`config.mk`:
```
export PLATFORM = sky130hd
export DESIGN_NAME = phase_continuous_sine_oscillator_top
export DESIGN_NICKNAME = d
export VERILOG_FILES = /design/src/rtl/ncos_pkg.sv /design/src/rtl/phase_continuous_sine_oscillator_top.sv /design/src/rtl/ncos_front.sv /design/src/rtl/ncos_queue.sv /design/src/rtl/ncos_back.sv
export SDC_FILE = /design/constraint.sdc
export NUM_CORES = 2
export LEC_CHECK = 0
export ABC_AREA = 0
export ABC_CLOCK_PERIOD_IN_PS = 17450
export BUFFER_PORTS_ARGS = -buffer_cell sky130_fd_sc_hd__buf_2
export CAP_MARGIN = 30
export CORE_ASPECT_RATIO = 1.75
export CORE_UTILIZATION = 44
export CTS_CLUSTER_DIAMETER = 50
export DETAILED_ROUTE_END_ITERATION = 12
export PLACE_DENSITY = 0.65
export SLEW_MARGIN = 10
export SYNTH_ARGS = -nofsm -noshare
export SYNTH_HDL_FRONTEND = slang
export SYNTH_SLANG_ARGS = --single-unit
```
`constraint.sdc`:
```
create_clock -name i_clk -period 17.45 [get_ports i_clk]
set_clock_uncertainty 0.15 [all_clocks]
set_input_delay 3.49 -clock i_clk [delete_from_list [all_inputs] [get_ports i_clk]]
set_output_delay 3.49 -clock i_clk [all_outputs]
set_load 0.02 [all_outputs]
```
`src/rtl/ncos_pkg.sv`:
```
`default_nettype none

package ncos_pkg;

    localparam int PHASE_BITS  = 32;
    localparam int SAMPLE_BITS = 16;
    localparam int FRAC_BITS   = PHASE_BITS - 2;

    // Quarter-cycle fraction is carried in unsigned Q30, 0 to 2^30 inclusive.
    localparam int Z_BITS = 31;

    localparam logic [Z_BITS-1:0] Q30_ONE = Z_BITS'(64'd1 << 30);
    localparam logic [63:0]       Q30_HALF = 64'd1 << 29;

    localparam logic [31:0] AMPLITUDE = 32'((64'd1 << (SAMPLE_BITS - 1)) - 64'd1);

    // Odd polynomial for sin(pi/2 * z), Q30 coefficients.
    localparam logic [31:0] COEF_C1 = 32'd1686629713;
    localparam logic [31:0] COEF_C3 = 32'd693598668;
    localparam logic [31:0] COEF_C5 = 32'd85569306;
    localparam logic [31:0] COEF_C7 = 32'd5026995;
    localparam logic [31:0] COEF_C9 = 32'd172272;

    localparam logic OP_TICK = 1'b0;
    localparam logic OP_LOAD = 1'b1;

    typedef struct packed {
        logic                  op;
        logic [PHASE_BITS-1:0] phase_value;
    } t_in_item;

    typedef struct packed {
        logic signed [SAMPLE_BITS-1:0] sample;
        logic        [PHASE_BITS-1:0]  next_phase;
    } t_out_item;

    // One sine job as the front hands it to the back.
    typedef struct packed {
        logic                  negate;
        logic [Z_BITS-1:0]     z;
        logic [PHASE_BITS-1:0] next_phase;
    } t_job;

    typedef struct packed {
        logic valid;
        logic full;
    } t_q_status;

endpackage

`default_nettype wire

```
`src/rtl/phase_continuous_sine_oscillator_top.sv`:
```
// Sine oscillator built on a phase accumulator. A tick beat returns the sine of
// the current phase as a signed sample scaled to 2^(SAMPLE_BITS-1)-1 together
// with the phase after it advances by phase_step; a load beat sets the phase
// and returns nothing. The front takes one beat per cycle while the queue is
// not full, updates the phase, and queues each tick in a two-entry queue. The
// back walks the polynomial chain one product at a time on the shared 32x32
// multiplier and takes the next queued tick as it finishes the last; loads
// are handled in the front alone. Write phase_step only while no tick is in
// flight.
`default_nettype none

module phase_continuous_sine_oscillator_top (
    input  wire                            i_clk,
    input  wire                            i_rst_n,
    input  wire                            i_cfg_we,
    input  wire  [ncos_pkg::PHASE_BITS-1:0] i_cfg_wdata,
    input  wire                            i_in_valid,
    output logic                           o_in_stall,
    input  ncos_pkg::t_in_item             i_in,
    output logic                           o_out_valid,
    input  wire                            i_out_stall,
    output ncos_pkg::t_out_item            o_out
);
    import ncos_pkg::*;

    t_q_status q_status;
    t_job      push_job;
    t_job      head_job;
    logic      push;
    logic      pop;

    ncos_front u_front (
        .i_clk       (i_clk),
        .i_rst_n     (i_rst_n),
        .i_cfg_we    (i_cfg_we),
        .i_cfg_wdata (i_cfg_wdata),
        .i_in_valid  (i_in_valid),
        .i_in        (i_in),
        .i_q_status  (q_status),
        .o_in_stall  (o_in_stall),
        .o_push      (push),
        .o_job       (push_job)
    );

    ncos_queue u_queue (
        .i_clk    (i_clk),
        .i_rst_n  (i_rst_n),
        .i_push   (push),
        .i_job    (push_job),
        .i_pop    (pop),
        .o_status (q_status),
        .o_job    (head_job)
    );

    ncos_back u_back (
        .i_clk       (i_clk),
        .i_rst_n     (i_rst_n),
        .i_q_status  (q_status),
        .i_job       (head_job),
        .o_pop       (pop),
        .i_out_stall (i_out_stall),
        .o_out_valid (o_out_valid),
        .o_out       (o_out)
    );

endmodule

`default_nettype wire

```
`src/rtl/ncos_front.sv`:
```
`default_nettype none

module ncos_front (
    input  wire                            i_clk,
    input  wire                            i_rst_n,
    input  wire                            i_cfg_we,
    input  wire  [ncos_pkg::PHASE_BITS-1:0] i_cfg_wdata,
    input  wire                            i_in_valid,
    input  ncos_pkg::t_in_item             i_in,
    input  ncos_pkg::t_q_status            i_q_status,
    output logic                           o_in_stall,
    output logic                           o_push,
    output ncos_pkg::t_job                 o_job
);
    import ncos_pkg::*;

    logic [PHASE_BITS-1:0]   r_phase_step;
    logic [PHASE_BITS-1:0]   r_phase;
    logic [PHASE_BITS-1:0]   n_phase;
    logic                    accept;
    logic [1:0]              quadrant;
    logic [FRAC_BITS+29:0]   frac_ext;
    logic [29:0]             z_frac;

    assign o_in_stall = i_q_status.full;
    assign accept     = i_in_valid && !i_q_status.full;
    assign o_push     = accept && (i_in.op == OP_TICK);

    // Aligning the fraction's top end to Q30 covers both narrow and wide phases.
    assign quadrant = r_phase[PHASE_BITS-1 -: 2];
    assign frac_ext = {r_phase[FRAC_BITS-1:0], 30'd0};
    assign z_frac   = frac_ext[FRAC_BITS+29 -: 30];

    always_comb begin
        o_job.negate     = quadrant[1];
        o_job.z          = quadrant[0] ? Q30_ONE - {1'b0, z_frac} : {1'b0, z_frac};
        o_job.next_phase = PHASE_BITS'(r_phase + r_phase_step);
    end

    always_comb begin
        n_phase = r_phase;
        if (accept) begin
            if (i_in.op == OP_LOAD) begin
                n_phase = i_in.phase_value;
            end else begin
                n_phase = o_job.next_phase;
            end
        end
    end

    always_ff @(posedge i_clk) begin
        if (!i_rst_n) begin
            r_phase_step <= '0;
            r_phase      <= '0;
        end else begin
            if (i_cfg_we) begin
                r_phase_step <= i_cfg_wdata;
            end
            r_phase <= n_phase;
        end
    end

endmodule

`default_nettype wire

```
`src/rtl/ncos_queue.sv`:
```
`default_nettype none

module ncos_queue (
    input  wire                  i_clk,
    input  wire                  i_rst_n,
    input  wire                  i_push,
    input  ncos_pkg::t_job       i_job,
    input  wire                  i_pop,
    output ncos_pkg::t_q_status  o_status,
    output ncos_pkg::t_job       o_job
);
    import ncos_pkg::*;

    t_job       r_mem [2];
    logic       r_wr_ptr;
    logic       r_rd_ptr;
    logic [1:0] r_count;
    logic       do_push;
    logic       do_pop;

    assign o_status.valid = (r_count != 2'd0);
    assign o_status.full  = (r_count == 2'd2);
    assign o_job          = r_mem[r_rd_ptr];

    assign do_push = i_push && !o_status.full;
    assign do_pop  = i_pop && o_status.valid;

    always_ff @(posedge i_clk) begin
        if (do_push) begin
            r_mem[r_wr_ptr] <= i_job;
        end
    end

    always_ff @(posedge i_clk) begin
        if (!i_rst_n) begin
            r_wr_ptr <= 1'b0;
            r_rd_ptr <= 1'b0;
            r_count  <= 2'd0;
        end else begin
            if (do_push) begin
                r_wr_ptr <= !r_wr_ptr;
            end
            if (do_pop) begin
                r_rd_ptr <= !r_rd_ptr;
            end
            if (do_push && !do_pop) begin
                r_count <= r_count + 2'd1;
            end else if (do_pop && !do_push) begin
                r_count <= r_count - 2'd1;
            end
        end
    end

endmodule

`default_nettype wire

```
`src/rtl/ncos_back.sv`:
```
`default_nettype none

module ncos_back (
    input  wire                  i_clk,
    input  wire                  i_rst_n,
    input  ncos_pkg::t_q_status  i_q_status,
    input  ncos_pkg::t_job       i_job,
    output logic                 o_pop,
    input  wire                  i_out_stall,
    output logic                 o_out_valid,
    output ncos_pkg::t_out_item  o_out
);
    import ncos_pkg::*;

    localparam logic [2:0] ST_SQ    = 3'd0;
    localparam logic [2:0] ST_C7    = 3'd1;
    localparam logic [2:0] ST_C5    = 3'd2;
    localparam logic [2:0] ST_C3    = 3'd3;
    localparam logic [2:0] ST_C1    = 3'd4;
    localparam logic [2:0] ST_Y     = 3'd5;
    localparam logic [2:0] ST_SCALE = 3'd6;

    logic                    r_busy;
    logic [2:0]              r_step;
    logic                    r_negate;
    logic [Z_BITS-1:0]       r_z;
    logic [Z_BITS-1:0]       r_z2;
    logic [31:0]             r_p;
    logic [PHASE_BITS-1:0]   r_next_phase;
    logic                    r_out_valid;
    t_out_item               r_out;

    logic [31:0]             mul_a;
    logic [31:0]             mul_b;
    logic [63:0]             prod;
    logic [31:0]             prod_q30;
    logic [31:0]             coef;
    logic [63:0]             rounded;
    logic [33:0]             mag_wide;
    logic [SAMPLE_BITS-1:0]  mag;
    logic [SAMPLE_BITS-1:0]  sample;
    logic                    out_free;
    logic                    advance;
    logic                    finish;

    assign out_free = !r_out_valid || !i_out_stall;
    assign advance  = r_busy && ((r_step != ST_SCALE) || out_free);
    assign finish   = r_busy && (r_step == ST_SCALE) && out_free;
    assign o_pop    = i_q_status.valid && (!r_busy || finish);

    // One shared multiplier walks the Horner chain, one product per cycle unless a held output stalls the scaling step.
    always_comb begin
        mul_a = r_p;
        mul_b = 32'(r_z2);
        coef  = COEF_C1;
        unique case (r_step)
            ST_SQ: begin
                mul_a = 32'(r_z);
                mul_b = 32'(r_z);
            end
            ST_C7: begin
                mul_a = COEF_C9;
                coef  = COEF_C7;
            end
            ST_C5: coef = COEF_C5;
            ST_C3: coef = COEF_C3;
            ST_C1: coef = COEF_C1;
            ST_Y:  mul_b = 32'(r_z);
            ST_SCALE: mul_b = AMPLITUDE;
            default: begin
                mul_a = r_p;
                mul_b = 32'(r_z2);
            end
        endcase
    end

    assign prod     = 64'(mul_a) * 64'(mul_b);
    assign prod_q30 = prod[61:30];
    assign rounded  = prod + Q30_HALF;
    assign mag_wide = rounded[63:30];

    always_comb begin
        if (mag_wide > 34'(AMPLITUDE)) begin
            mag = SAMPLE_BITS'(AMPLITUDE);
        end else begin
            mag = mag_wide[SAMPLE_BITS-1:0];
        end
        sample = r_negate ? SAMPLE_BITS'(-mag) : mag;
    end

    always_ff @(posedge i_clk) begin
        if (!i_rst_n) begin
            r_busy      <= 1'b0;
            r_step      <= ST_SQ;
            r_out_valid <= 1'b0;
        end else begin
            if (o_pop) begin
                r_busy <= 1'b1;
                r_step <= ST_SQ;
            end else if (finish) begin
                r_busy <= 1'b0;
            end else if (advance) begin
                r_step <= r_step + 3'd1;
            end

            if (finish) begin
                r_out_valid <= 1'b1;
            end else if (!i_out_stall) begin
                r_out_valid <= 1'b0;
            end
        end
    end

    always_ff @(posedge i_clk) begin
        if (o_pop) begin
            r_negate     <= i_job.negate;
            r_z          <= i_job.z;
            r_next_phase <= i_job.next_phase;
        end
        if (advance) begin
            unique case (r_step)
                ST_SQ: r_z2 <= prod_q30[Z_BITS-1:0];
                ST_C7, ST_C5, ST_C3, ST_C1: r_p <= coef - prod_q30;
                ST_Y:  r_p <= prod_q30;
                ST_SCALE: begin
                    r_out.sample     <= sample;
                    r_out.next_phase <= r_next_phase;
                end
                default: r_p <= r_p;
            endcase
        end
    end

    assign o_out_valid = r_out_valid;
    assign o_out       = r_out;

endmodule

`default_nettype wire

```
==> impl_metrics.toml <==
[outcome]
outcome = "finished clean"

[synthesis]
yosysTopAreaCell = "fa_1"
synth_top_area_share_pct = 35.3
synth_cell_type_count = 84
ys_ff_latch = 376
synth-edff-count = 303
synthArstFlopShare_pct = 0
synth_area_leaders = "fa_1, edfxtp_1, ha_1"
syn-num-nets = 6384
synth_seq_area_share_pct = 21.5
synth_area_per_cell_um2 = 9.60
syn_inst = 5128
dominantRegCellSynth = "edfxtp_1"
yosys_warnings = 0
synth_area_mm2 = 0.0492

[global_routing]
grt-ovfl-total = 0
grt_antenna_before_repair = 7
grt_pass1_vias = 41900
grt_usage_pct = 32.1
grt_max_degree = 66
grt_pass1_wl_um = 261000

[floorplanning]
io_pins = 120
fp.dieW_um = 255
die_area_mm2 = 0.113
row_count = 162
die_h_um = 444
start_util_pct = 44.3
core_area_mm2 = 0.111

[place]
place.gp.congestion = 1.05
post_dp_cell_area_mm2 = 0.0519
numPortBuffers = 119
dpl.hpwl_um = 139000

[worst_setup_path]
critPathLaunchType = "flop"
cp.arrival_ns = 15.86
critPathRequiredTime_ns = 17.62
endpoint_kind = "flop"
worstPathMaxFanout = 21
path_class = "flop to flop"
crit_top_cell = "fa_1"
slowest_stage = "nor4b_4"
cpPeakStageDelay_ns = 0.85

[timing]
worst_slew_pin_slew_ns = 1.09
fmax_ghz = 0.0637
layout_min_cycle_time_ns = 15.69
finalHoldViolCount = 0
slew_viol_final = 0
rsz0062_at_grt = "false"
fin_tns_setup_ns = 0
setup_violations = 0
final.period_utilization_pct = 89.9
relSlewSlack_pct = 27.6

[clock_network]
hold_buffers = 0
clkSinkCount = 376
cts_resized = 0
numCtsBuffers = 35
clk_latency_ns = 0.59
htreeDepth = 2
path_clk_slew_ns = 0.07
cts_setup_buffers = 0
clockRootBuffer = "clkbuf_16"
cts_tree = "built"
cts.path.max_buffers = 3

[hold_path]
hp-class = "flop to flop"

[drt]
via_per_inst = 5.76
antenna_left = 0
routed_wl_um = 176000
dr_total_vias = 38500
avgRoutedWirePerCell_um = 26.3
firstDrtPassIters = 7
first_iter_violations = 2734
drc = 0

[flow_run]
maxCapViolCount = 0

[cells_and_area]
area_growth_pct = 8.04
drive_gt1_share_pct = 8.46
final_area_mm2 = 0.0532
nNetsFinal = 6431
cells in the final DEF (no fill, tap or decap), drive strengths merged, types with 14 or more instances in the layout:
cell    instances
a211oi         25
a21o           50
a21oi         118
a22o           26
a22oi          26
a311oi         20
a41oi          15
and2           31
and3           34
buf           265
clkbuf         40
dfxtp          73
edfxtp        303
fa            867
ha            319
inv           868
mux2           68
mux2i          63
nand2         665
nand2b         26
nand3          72
nand4          19
nor2          691
nor2b          19
nor3           33
nor4           17
o211ai         16
o21a           15
o21ai          97
o21bai         14
o22a           14
o31ai          17
or3            18
xnor2          92
xor2           34
cells by family after synthesis:
logic type | after synthesis | share of synthesized area (%)
muxes | 131 | 2.84
adders and majority gates | 1187 | 43.4
xor gates and xnor gates | 126 | 2.27
and+or+nand+nor | 1659 | 14.1
DFF | 376 | 21.5
buffers and inverters | 1122 | 8.60
AOI/OAI and AO/OA | 527 | 7.35
critical path: cells and delay by family (launching register included):
kind	cells	cell delay [ns]
DFF	1	0.34
and+or+nand+nor	18	5.44
muxes	1	0.15
adders and majority gates	11	5.72
xor gates and xnor gates	1	0.61
AOI/OAI and AO/OA	6	1.58
buffers and inverters	9	1.39
routing by layer:
layer  global-route usage [%]  up-vias  share of wire, %  wire (um)
li1                         -    16300                 -          -
met1                     30.3    19200                29      51800
met2                     56.2     1956                50      88400
met3                     6.68      939               7.4      13000
met4                     31.6        8                13      22400
met5                        0        -             0.033         58
cell type report:
type	instances	area, um^2
inverters	866	3250
multi-input cells	3630	34600
well taps	1476	1850
repair buffers	266	1760
fillers	10600	57900
clock inverters	23	309
flip-flops and latches	376	10600
clock buffers	39	891
diodes	5	12.5
flip-flops by register name, indices dropped and copies added (netlist names), 2 cells and up:
signal                count
u_back.o_out             48
u_front.r_phase_step     32
u_queue.r_count           2
u_back.r_p               32
u_back.r_next_phase      32
u_front.r_phase          32
u_queue.r_mem           128
u_back.r_step             3
u_back.r_z               31
u_back.r_z2              31
cell usage after synthesis (32+ instances only):
cell type	number
dfxtp_1	73
clkbuf_1	234
edfxtp_1	303
mux2_2	68
nand2_1	665
nand3_1	71
o21ai_0	96
inv_1	862
mux2i_1	63
xor2_1	32
ha_1	319
and3_1	34
fa_1	867
xnor2_1	92
a21o_1	50
a21oi_1	118
nor2_1	691
nor3_1	33
metrics by stage:
stage          instances  util, %  hold slack (ns)  setup WS, ns
3_3_place_gp        6604     46.7            0.253          2.41
4_1_cts             6668     47.8            0.274          2.08
6_report            6681     47.9            0.271          1.76
2_1_floorplan       5128        -            0.250          4.87
3_5_place_dp        6606     46.7            0.255          2.12
5_1_grt             6677     47.9            0.279          1.19
worst paths after layout:
| kind | startpoint | endpoint | slack (ns) | cells after the start |
|---|---|---|---|---|
| worst max-delay path | u_back.r_step[1]$_SDFFE_PP0P_ | u_back.o_out[46]$_DFFE_PP_ | 1.76 | 46 |
| worst min-delay path | u_back.r_next_phase[22]$_DFFE_PP_ | u_back.o_out[22]$_DFFE_PP_ | 0.27 | 0 |
| worst max register to register | u_back.r_step[1]$_SDFFE_PP0P_ | u_back.o_out[46]$_DFFE_PP_ | 1.76 | 46 |
| worst min register to register | u_back.r_next_phase[22]$_DFFE_PP_ | u_back.o_out[22]$_DFFE_PP_ | 0.27 | 0 |
Power is not shown: default switching activity piles up to over one toggle a cycle in this logic, so the estimate is an artifact.
